`src/hdl/lws_pkg.sv`:
```
// Shared types and constants for the lidar window steering core.
// No dependencies; imported by every module of the block.
package lws_pkg;

  localparam int AHEAD_LEN_DEF   = 23;
  localparam int SIDE_LEN_DEF    = 136;
  localparam int PATH_LEN_DEF    = 540;
  localparam int INDEX_BITS_DEF  = 12;
  localparam int RANGE_BITS_DEF  = 16;
  localparam int QUEUE_DEPTH_DEF = 4;

  localparam int RANGE_W     = 16;
  localparam int AHEAD_SUM_W = 24;
  localparam int SIDE_SUM_W  = 26;
  localparam int CFG_IDX_W   = 12;
  localparam int THR_W       = 16;
  localparam int TURN_W      = 12;
  localparam int GAIN_W      = 16;
  localparam int STEER_W     = 13;
  localparam int REG_ADDR_W  = 3;
  localparam int REG_DATA_W  = 16;

  localparam logic [REG_ADDR_W-1:0] REG_AHEAD_THRESHOLD = 3'd0;
  localparam logic [REG_ADDR_W-1:0] REG_TURN            = 3'd1;
  localparam logic [REG_ADDR_W-1:0] REG_GAIN            = 3'd2;
  localparam logic [REG_ADDR_W-1:0] REG_AHEAD_FIRST     = 3'd3;
  localparam logic [REG_ADDR_W-1:0] REG_RIGHT_FIRST     = 3'd4;
  localparam logic [REG_ADDR_W-1:0] REG_LEFT_FIRST      = 3'd5;
  localparam logic [REG_ADDR_W-1:0] REG_PATH_FIRST      = 3'd6;
  localparam logic [REG_ADDR_W-1:0] REG_PATH_SPLIT      = 3'd7;

  localparam logic [THR_W-1:0]     THRESHOLD_RST   = 16'd1700;
  localparam logic [TURN_W-1:0]    TURN_RST        = 12'd600;
  localparam logic [GAIN_W-1:0]    GAIN_RST        = 16'd3932;
  localparam logic [CFG_IDX_W-1:0] AHEAD_FIRST_RST = 12'd528;
  localparam logic [CFG_IDX_W-1:0] RIGHT_FIRST_RST = 12'd202;
  localparam logic [CFG_IDX_W-1:0] LEFT_FIRST_RST  = 12'd741;
  localparam logic [CFG_IDX_W-1:0] PATH_FIRST_RST  = 12'd270;
  localparam logic [CFG_IDX_W-1:0] PATH_SPLIT_RST  = 12'd539;

  // Window placement, used by the front end.
  typedef struct packed {
    logic [CFG_IDX_W-1:0] ahead_first;
    logic [CFG_IDX_W-1:0] right_first;
    logic [CFG_IDX_W-1:0] left_first;
    logic [CFG_IDX_W-1:0] path_first;
    logic [CFG_IDX_W-1:0] path_split;
  } window_cfg_t;

  // Steering law settings, used by the back end.
  typedef struct packed {
    logic [THR_W-1:0]  threshold;
    logic [TURN_W-1:0] turn;
    logic [GAIN_W-1:0] gain;
  } steer_cfg_t;

  // One finished scan as handed from front to back.
  typedef struct packed {
    logic [AHEAD_SUM_W-1:0] ahead_sum;
    logic [SIDE_SUM_W-1:0]  right_sum;
    logic [SIDE_SUM_W-1:0]  left_sum;
    logic                   path_low;
  } scan_t;

  // Decisions carried along the back-end pipeline.
  typedef struct packed {
    logic obstacle;
    logic neg;
    logic path_low;
  } steer_flags_t;

endpackage

```
`src/hdl/lidar_window_steering_core.sv`:
```
// Lidar window steering core. Takes one range sample per clock, with no gaps needed
// between scans; in_ready falls only while QUEUE_DEPTH finished scans wait for the
// steering pipeline. Each finished scan is written into the queue and then passes the
// six-stage divide-by-reciprocal pipeline behind it, which stalls while a held result
// waits for out_ready; else one result can leave every cycle. Registers: 0 threshold,
// 1 turn, 2 gain, 3..6 first index of ahead, right, left and path windows, 7 path split.
// Uses lws_pkg, lws_front, lws_queue and lws_back.
module lidar_window_steering_core import lws_pkg::*; #(
  parameter int AHEAD_LEN   = AHEAD_LEN_DEF,
  parameter int SIDE_LEN    = SIDE_LEN_DEF,
  parameter int PATH_LEN    = PATH_LEN_DEF,
  parameter int INDEX_BITS  = INDEX_BITS_DEF,
  parameter int RANGE_BITS  = RANGE_BITS_DEF,
  parameter int QUEUE_DEPTH = QUEUE_DEPTH_DEF
) (
  input  logic                      clk,
  input  logic                      rst,
  input  logic                      in_valid,
  output logic                      in_ready,
  input  logic [RANGE_W-1:0]        range_mm,
  input  logic                      last_sample,
  output logic                      out_valid,
  input  logic                      out_ready,
  output logic signed [STEER_W-1:0] steering_mrad,
  output logic                      obstacle_ahead,
  input  logic                      wr_en,
  input  logic [REG_ADDR_W-1:0]     wr_index,
  input  logic [REG_DATA_W-1:0]     wr_data
);

  window_cfg_t wcfg;
  steer_cfg_t  scfg;
  scan_t       push_data, pop_data;
  logic        q_push, q_pop, q_full, q_empty;

  always_ff @(posedge clk) begin
    if (rst) begin
      scfg.threshold   <= THRESHOLD_RST;
      scfg.turn        <= TURN_RST;
      scfg.gain        <= GAIN_RST;
      wcfg.ahead_first <= AHEAD_FIRST_RST;
      wcfg.right_first <= RIGHT_FIRST_RST;
      wcfg.left_first  <= LEFT_FIRST_RST;
      wcfg.path_first  <= PATH_FIRST_RST;
      wcfg.path_split  <= PATH_SPLIT_RST;
    end else if (wr_en) begin
      case (wr_index)
        REG_AHEAD_THRESHOLD: scfg.threshold   <= wr_data[THR_W-1:0];
        REG_TURN:            scfg.turn        <= wr_data[TURN_W-1:0];
        REG_GAIN:            scfg.gain        <= wr_data[GAIN_W-1:0];
        REG_AHEAD_FIRST:     wcfg.ahead_first <= wr_data[CFG_IDX_W-1:0];
        REG_RIGHT_FIRST:     wcfg.right_first <= wr_data[CFG_IDX_W-1:0];
        REG_LEFT_FIRST:      wcfg.left_first  <= wr_data[CFG_IDX_W-1:0];
        REG_PATH_FIRST:      wcfg.path_first  <= wr_data[CFG_IDX_W-1:0];
        REG_PATH_SPLIT:      wcfg.path_split  <= wr_data[CFG_IDX_W-1:0];
        default: begin
        end
      endcase
    end
  end

  lws_front #(
    .AHEAD_LEN  (AHEAD_LEN),
    .SIDE_LEN   (SIDE_LEN),
    .PATH_LEN   (PATH_LEN),
    .INDEX_BITS (INDEX_BITS),
    .RANGE_BITS (RANGE_BITS)
  ) u_front (
    .clk         (clk),
    .rst         (rst),
    .wcfg        (wcfg),
    .in_valid    (in_valid),
    .in_ready    (in_ready),
    .range_mm    (range_mm),
    .last_sample (last_sample),
    .q_full      (q_full),
    .q_push      (q_push),
    .q_data      (push_data)
  );

  lws_queue #(
    .DEPTH (QUEUE_DEPTH)
  ) u_queue (
    .clk       (clk),
    .rst       (rst),
    .push      (q_push),
    .push_data (push_data),
    .full      (q_full),
    .pop       (q_pop),
    .empty     (q_empty),
    .pop_data  (pop_data)
  );

  lws_back #(
    .AHEAD_LEN (AHEAD_LEN),
    .SIDE_LEN  (SIDE_LEN)
  ) u_back (
    .clk            (clk),
    .rst            (rst),
    .scfg           (scfg),
    .empty          (q_empty),
    .q_data         (pop_data),
    .pop            (q_pop),
    .out_valid      (out_valid),
    .out_ready      (out_ready),
    .steering_mrad  (steering_mrad),
    .obstacle_ahead (obstacle_ahead)
  );

endmodule

```
`src/hdl/lws_front.sv`:
```
// Front end: takes range samples, accumulates the three windows and the path maximum.
// Uses lws_pkg; pushes one scan_t per finished scan into the scan queue.
module lws_front import lws_pkg::*; #(
  parameter int AHEAD_LEN  = AHEAD_LEN_DEF,
  parameter int SIDE_LEN   = SIDE_LEN_DEF,
  parameter int PATH_LEN   = PATH_LEN_DEF,
  parameter int INDEX_BITS = INDEX_BITS_DEF,
  parameter int RANGE_BITS = RANGE_BITS_DEF
) (
  input  logic               clk,
  input  logic               rst,
  input  window_cfg_t        wcfg,
  input  logic               in_valid,
  output logic               in_ready,
  input  logic [RANGE_W-1:0] range_mm,
  input  logic               last_sample,
  input  logic               q_full,
  output logic               q_push,
  output scan_t              q_data
);

  localparam int CW = ((INDEX_BITS > CFG_IDX_W) ? INDEX_BITS : CFG_IDX_W) + 1;
  localparam int AW = AHEAD_SUM_W + 1;
  localparam int SW = SIDE_SUM_W + 1;

  logic [INDEX_BITS-1:0]  sample_index;
  logic [AHEAD_SUM_W-1:0] ahead_sum, ahead_sum_next;
  logic [SIDE_SUM_W-1:0]  right_sum, right_sum_next;
  logic [SIDE_SUM_W-1:0]  left_sum, left_sum_next;
  logic [RANGE_BITS-1:0]  best_range, best_range_next;
  logic [INDEX_BITS-1:0]  best_index, best_index_next;

  logic                   accept;
  logic [RANGE_BITS-1:0]  r;
  logic [CW-1:0]          idx_w;
  logic                   in_ahead, in_right, in_left, in_path, take;
  logic [AW-1:0]          ahead_add;
  logic [SW-1:0]          right_add, left_add;

  function automatic logic in_win(input logic [CW-1:0] idx, input logic [CW-1:0] first,
                                  input logic [CW-1:0] len);
    logic [CW-1:0] diff;
    diff = idx - first;
    return (idx >= first) && (diff < len);
  endfunction

  assign in_ready = !q_full;
  assign accept   = in_valid && in_ready;
  assign q_push   = accept && last_sample;

  always_comb begin
    r     = RANGE_BITS'(range_mm);
    idx_w = CW'(sample_index);

    in_ahead = in_win(idx_w, CW'(wcfg.ahead_first), CW'(AHEAD_LEN));
    in_right = in_win(idx_w, CW'(wcfg.right_first), CW'(SIDE_LEN));
    in_left  = in_win(idx_w, CW'(wcfg.left_first), CW'(SIDE_LEN));
    in_path  = in_win(idx_w, CW'(wcfg.path_first), CW'(PATH_LEN));

    ahead_add = {1'b0, ahead_sum} + AW'(r);
    right_add = {1'b0, right_sum} + SW'(r);
    left_add  = {1'b0, left_sum} + SW'(r);

    // clamp each sum at full scale
    ahead_sum_next = ahead_sum;
    if (in_ahead) begin
      ahead_sum_next = ahead_add[AHEAD_SUM_W] ? '1 : ahead_add[AHEAD_SUM_W-1:0];
    end
    right_sum_next = right_sum;
    if (in_right) begin
      right_sum_next = right_add[SIDE_SUM_W] ? '1 : right_add[SIDE_SUM_W-1:0];
    end
    left_sum_next = left_sum;
    if (in_left) begin
      left_sum_next = left_add[SIDE_SUM_W] ? '1 : left_add[SIDE_SUM_W-1:0];
    end

    // ties replace, so the last maximum wins
    take            = in_path && (r >= best_range);
    best_range_next = take ? r : best_range;
    best_index_next = take ? sample_index : best_index;

    q_data.ahead_sum = ahead_sum_next;
    q_data.right_sum = right_sum_next;
    q_data.left_sum  = left_sum_next;
    q_data.path_low  = CW'(best_index_next) < CW'(wcfg.path_split);
  end

  always_ff @(posedge clk) begin
    if (rst || (accept && last_sample)) begin
      sample_index <= '0;
      ahead_sum    <= '0;
      right_sum    <= '0;
      left_sum     <= '0;
      best_range   <= '0;
      best_index   <= '0;
    end else if (accept) begin
      sample_index <= sample_index + 1'b1;
      ahead_sum    <= ahead_sum_next;
      right_sum    <= right_sum_next;
      left_sum     <= left_sum_next;
      best_range   <= best_range_next;
      best_index   <= best_index_next;
    end
  end

endmodule

```
`src/hdl/lws_queue.sv`:
```
// Short FIFO of finished scans between front and back end.
// Uses lws_pkg for the scan_t word; storage is in flip-flops.
module lws_queue import lws_pkg::*; #(
  parameter int DEPTH = QUEUE_DEPTH_DEF
) (
  input  logic  clk,
  input  logic  rst,
  input  logic  push,
  input  scan_t push_data,
  output logic  full,
  input  logic  pop,
  output logic  empty,
  output scan_t pop_data
);

  localparam int PW = (DEPTH > 1) ? $clog2(DEPTH) : 1;
  localparam int NW = $clog2(DEPTH + 1);

  scan_t          entries [DEPTH];
  logic [PW-1:0]  wr_ptr, rd_ptr;
  logic [NW-1:0]  count;

  function automatic logic [PW-1:0] bump(input logic [PW-1:0] p);
    return (p == PW'(DEPTH - 1)) ? '0 : p + 1'b1;
  endfunction

  assign full     = (count == NW'(DEPTH));
  assign empty    = (count == '0);
  assign pop_data = entries[rd_ptr];

  always_ff @(posedge clk) begin
    if (push) begin
      entries[wr_ptr] <= push_data;
    end
  end

  always_ff @(posedge clk) begin
    if (rst) begin
      wr_ptr <= '0;
      rd_ptr <= '0;
      count  <= '0;
    end else begin
      if (push) begin
        wr_ptr <= bump(wr_ptr);
      end
      if (pop) begin
        rd_ptr <= bump(rd_ptr);
      end
      count <= count + NW'(push) - NW'(pop);
    end
  end

endmodule

```
`src/hdl/lws_back.sv`:
```
// Back end: turns one finished scan into a steering word over a short pipeline.
// Uses lws_pkg; pops scans from lws_queue and holds the result in an output register.
module lws_back import lws_pkg::*; #(
  parameter int AHEAD_LEN = AHEAD_LEN_DEF,
  parameter int SIDE_LEN  = SIDE_LEN_DEF
) (
  input  logic                      clk,
  input  logic                      rst,
  input  steer_cfg_t                scfg,
  input  logic                      empty,
  input  scan_t                     q_data,
  output logic                      pop,
  output logic                      out_valid,
  input  logic                      out_ready,
  output logic signed [STEER_W-1:0] steering_mrad,
  output logic                      obstacle_ahead
);

  localparam int OW0    = THR_W + $clog2(AHEAD_LEN + 1);
  localparam int OW     = (OW0 > AHEAD_SUM_W) ? OW0 : AHEAD_SUM_W;
  localparam int PROD_W = SIDE_SUM_W + GAIN_W;
  localparam int SUM_W  = PROD_W + 1;
  localparam int T_W    = SUM_W - GAIN_W;
  localparam longint unsigned Q_LIMIT = (64'd1 << (STEER_W - 1)) + 64'd1;
  localparam longint unsigned SAT_T   = Q_LIMIT * SIDE_LEN;
  localparam int TB     = $clog2(SAT_T + 1);
  localparam int RW     = TB + 1;
  localparam int MW     = TB + RW;
  localparam logic [RW-1:0]      RECIP    = RW'((64'd1 << TB) / SIDE_LEN);
  localparam logic [SUM_W-1:0]   HALF_DEN = SUM_W'(SIDE_LEN * (1 << (GAIN_W - 1)));
  localparam logic [STEER_W-1:0] NEG_CAP  = STEER_W'(1 << (STEER_W - 1));
  localparam logic [STEER_W-1:0] POS_CAP  = STEER_W'((1 << (STEER_W - 1)) - 1);

  logic adv;

  // stage valids
  logic a_valid, b_valid, c_valid, d_valid, e_valid;

  steer_flags_t a_flags, b_flags, c_flags, d_flags, e_flags, a_flags_next;
  logic [SIDE_SUM_W-1:0] a_mag, a_mag_next;
  logic [PROD_W-1:0]     b_prod;
  logic [TB-1:0]         c_t, d_t, e_t, c_t_next;
  logic [STEER_W-1:0]    d_q0, e_q0, d_q0_next;
  logic [TB-1:0]         e_qd;

  logic [SUM_W-1:0]      t_sum;
  logic [T_W-1:0]        t_full;
  logic [MW-1:0]         recip_prod;
  logic                  q_bump;
  logic [STEER_W-1:0]    q_fix, q_cap, turn_mag, steer_next;

  // the pipeline moves as a whole whenever the output register can take a word
  assign adv = !out_valid || out_ready;
  assign pop = adv && !empty;

  always_comb begin
    a_flags_next.obstacle = OW'(q_data.ahead_sum) <= OW'(scfg.threshold) * OW'(AHEAD_LEN);
    a_flags_next.neg      = q_data.right_sum > q_data.left_sum;
    a_flags_next.path_low = q_data.path_low;
    a_mag_next = a_flags_next.neg ? q_data.right_sum - q_data.left_sum
                                  : q_data.left_sum - q_data.right_sum;

    // round to nearest, then clip just above the largest magnitude
    t_sum    = {1'b0, b_prod} + HALF_DEN;
    t_full   = t_sum[SUM_W-1:GAIN_W];
    c_t_next = (t_full >= T_W'(SAT_T)) ? TB'(SAT_T) : t_full[TB-1:0];

    // reciprocal estimate is low by at most one
    recip_prod = MW'(c_t) * MW'(RECIP);
    d_q0_next  = recip_prod[TB +: STEER_W];

    q_bump = (e_t - e_qd) >= TB'(SIDE_LEN);
    q_fix  = e_q0 + STEER_W'(q_bump);

    turn_mag = STEER_W'(scfg.turn);
    q_cap    = q_fix;
    if (e_flags.obstacle) begin
      steer_next = e_flags.path_low ? -turn_mag : turn_mag;
    end else if (e_flags.neg) begin
      q_cap      = (q_fix > NEG_CAP) ? NEG_CAP : q_fix;
      steer_next = -q_cap;
    end else begin
      q_cap      = (q_fix > POS_CAP) ? POS_CAP : q_fix;
      steer_next = q_cap;
    end
  end

  always_ff @(posedge clk) begin
    if (rst) begin
      a_valid   <= 1'b0;
      b_valid   <= 1'b0;
      c_valid   <= 1'b0;
      d_valid   <= 1'b0;
      e_valid   <= 1'b0;
      out_valid <= 1'b0;
    end else if (adv) begin
      a_valid   <= !empty;
      b_valid   <= a_valid;
      c_valid   <= b_valid;
      d_valid   <= c_valid;
      e_valid   <= d_valid;
      out_valid <= e_valid;
    end
  end

  always_ff @(posedge clk) begin
    if (adv) begin
      a_flags        <= a_flags_next;
      a_mag          <= a_mag_next;
      b_flags        <= a_flags;
      b_prod         <= PROD_W'(a_mag) * PROD_W'(scfg.gain);
      c_flags        <= b_flags;
      c_t            <= c_t_next;
      d_flags        <= c_flags;
      d_t            <= c_t;
      d_q0           <= d_q0_next;
      e_flags        <= d_flags;
      e_t            <= d_t;
      e_q0           <= d_q0;
      e_qd           <= TB'(d_q0) * TB'(SIDE_LEN);
      steering_mrad  <= steer_next;
      obstacle_ahead <= e_flags.obstacle;
    end
  end

endmodule

```
`config.mk`:
```
export PLATFORM = sky130hd
export DESIGN_NAME = lidar_window_steering_core
export DESIGN_NICKNAME = d
export VERILOG_FILES = /design/src/hdl/lws_pkg.sv /design/src/hdl/lidar_window_steering_core.sv /design/src/hdl/lws_front.sv /design/src/hdl/lws_queue.sv /design/src/hdl/lws_back.sv
export SDC_FILE = /design/constraint.sdc
export NUM_CORES = 2
export LEC_CHECK = 0
export BUFFER_PORTS_ARGS = -buffer_cell sky130_fd_sc_hd__buf_2
export CORE_ASPECT_RATIO = 1.4
export CORE_MARGIN = 4
export CORE_UTILIZATION = 30
export DETAILED_ROUTE_END_ITERATION = 8
export SLEW_MARGIN = 20
export SYNTH_ARGS = -nofsm -noshare
export SYNTH_HDL_FRONTEND = slang
export SYNTH_SLANG_ARGS = --single-unit
```
`constraint.sdc`:
```
create_clock -name clk -period 9.1 [get_ports clk]
set_input_delay 0.91 -clock clk [delete_from_list [all_inputs] [get_ports clk]]
set_output_delay 0.91 -clock clk [all_outputs]
set_load 0.01 [all_outputs]
```
==> flow_summary.yaml <==
logic_synthesis:
  syn_inst: 5344
  yosys_warnings: 0
  syn-num-nets: 6313
  ys.flop_type: "edfxtp_1"
  synth_area_sq_um: 54900
  synth-seq-area-share: 0.349
  synth_edf_count: 482
  synth_top_area_cell: "edfxtp_1"
  synthTopCellsByArea: "edfxtp_1 (26%), fa_1 (16%), ha_1 (11%)"
  async_flop_share: 0
  synth_cell_type_count: 91
  yosysTopAreaCellShare: 0.263
  synth-seq-cells: 717
  avgSynthCellArea_sq_um: 10.3
floorplanning:
  start_util: 0.302
  io_pins: 57
  die_h_um: 514
  core-area_sq_um: 182000
  chipWidth_um: 370
  die_area_sq_um: 190000
  rows: 185
placement:
  hpwl_um: 103000
  place_congestion: 0.869
  io_buffers: 56
timing:
  hold_viol: 0
  period_share: 0.822
  tightest_slew_ps: 1000
  setup_viol: 0
  grt_setup_unrepaired: "false"
  report.final.slew_viol_count: 0
  max_slew_margin: 0.330
  fin_crit_ps: 7480
  clock_skew_ps: 66.8
  setup-tns-final_ps: 0
  fmax_mhz: 134
critical_path:
  required_ps: 9510
  critPathMaxFanout: 19
  startpoint_type: "flop"
  endpoint_kind: "flop"
  worstPathArrival_ps: 7890
  crit_type: "reg2reg"
clock_network:
  cts_root_buf: "clkbuf_16"
  htree_levels: 3
  postCtsSetupBuffers: 0
  cts_resized: 0
  cts.clk_slew.worst_paths_ps: 70
  cts_tree: "done"
  clock_latency_ps: 700
  cts_hold_buf: 0
  clock-sinks: 717
  clk_path_buf_depth: 3
  cts_made_buffers: 78
route:
  drc: 0
  firstDrtPassIters: 6
  routed_via_density: 4.94
  drtAntennaViolNets: 0
  totalWireLength_um: 136000
  dr_total_vias: 38558
  drtIter0Drc: 2497
  wl_per_cell_um: 17.5
global_routing:
  grt_pass1_wl_um: 216000
  antenna_found_initial: 12
  grtUsageTotal: 0.143
  gr-total-overflow: 0
  grt_pass1_vias: 39586
  grt_max_degree: 91
flow_run:
  drv_cap: 0
outcome:
  outcome: "complete, no violations"
finish:
  final_cell_mix: "inv_1 (678), nand2_1 (626), edfxtp_1 (482), ha_1 (479), fa_1 (449)"
  fin_util: 0.333
  drive_gt1_frac: 0.0711
  mostFrequentLayoutCell: "inv_1"
  syn2layout_area_growth_pct: 10.0
  layout.nets: 6266
  fill_cells: 18261
min_path:
  hold_class: "reg2reg"
## synth_stat cells, types with 12 or more instances
library cell,n
inv_1,679
nand2_1,626
edfxtp_1,482
ha_1,479
fa_1,449
nor2_1,346
a21oi_1,306
dfxtp_1,235
clkbuf_1,181
and2_1,140
o21ai_0,121
xnor2_1,111
xor2_1,84
mux4_2,74
a21o_1,69
a31oi_1,65
nand3_1,64
nor3_1,56
mux2i_1,55
a211oi_1,53
and3_1,50
nor2b_1,47
o21a_1,44
nand4_1,41
nand2b_1,39
a211o_1,27
a311oi_1,26
nand3b_1,26
o21bai_1,25
buf_2,24
o31ai_1,24
o211ai_1,20
or3_1,19
mux2_2,18
nor4_1,15
a31o_2,12
and4_1,12
or2_2,12
## sequential cells by signal, indices dropped and copies added (netlist names), 13 cells and up, named ones only
register	count
u_front.right_sum	26
u_back.e_q0	13
scfg	44
u_back.d_q0	13
u_back.e_t	17
u_front.left_sum	26
u_back.c_t	20
u_back.d_t	17
u_back.e_qd	13
u_queue.entries	308
u_back.a_mag	26
wcfg	60
u_front.ahead_sum	24
u_front.best_range	16
u_back.b_prod	26
u_back.steering_mrad	13
## worst paths after layout
kind	startpoint	to	slack, ps	cells past startpoint
worst min-delay path	u_back.b_flags[0]	u_back.c_flags[0]	410	0
worst max register to register	scfg[4]	u_back.b_prod[41]	1620	19
worst min register to register	u_back.b_flags[0]	u_back.c_flags[0]	410	0
worst max-delay path	scfg[4]	u_back.b_prod[41]	1620	19
## kinds of logic (layout without fill, tap and decap cells)
family          after synthesis  in the layout  synth area share
simple gates               1532           1532             0.131
fa+ha+maj                   928            928             0.273
compound gates              911            911             0.108
buf+inv                     908            925            0.0631
flops                       717            717             0.349
xor+xnor                    195            195            0.0311
mux                         153            153            0.0453
other cells                   0              8                 0
## worst max-delay path, stage by stage, from the launching register on
cell	delay (ps)
dfxtp_1	890
nand2_1	170
fa_1	520
inv_1	50
fa_1	530
inv_1	60
fa_1	470
fa_1	490
inv_1	50
fa_1	500
fa_1	490
ha_1	320
a211o_1	290
a221oi_1	420
o211ai_1	250
a41o_1	420
o41ai_2	620
o21ai_1	210
o41ai_1	340
xnor2_1	120
## per-layer routing
layer / up-vias / GRT usage / routed length (um)
li1: 18224 / - / -
met1: 19245 / 0.168 / 54300
met2: 848 / 0.262 / 70600
met3: 237 / 0.0231 / 6790
met4: 4 / 0.0490 / 4580
met5: - / 0 / 27
## per-stage QoR
step           instances  instance area (sq um)  setup WS, ps  hold WS [ps]
6_report            7800                  60400          1620           413
5_1_grt             7794                  60400          1280           411
4_1_cts             7792                  60400          1570           401
3_5_place_dp        7648                  57800          1550           405
3_3_place_gp        7648                  57800          1570           403
2_1_floorplan       5344                  54900          2630           400
## cell type report
| class | instances | area [sq um] | share of cell area |
|---|---|---|---|
| well taps | 2431 | 3040 | 0.0503 |
| clock inverters | 45 | 499 | 0.00826 |
| multi-input cells | 3719 | 32400 | 0.536 |
| diodes | 8 | 20.0 | 0.000331 |
| clock buffers | 99 | 2130 | 0.0353 |
| flip-flops and latches | 717 | 19200 | 0.317 |
| inverters | 679 | 2550 | 0.0423 |
| repair buffers | 102 | 632 | 0.0105 |
Power is left out: the tool's default activity adds up to more than one toggle a clock period on the data nets, which glitch-free logic cannot reach.
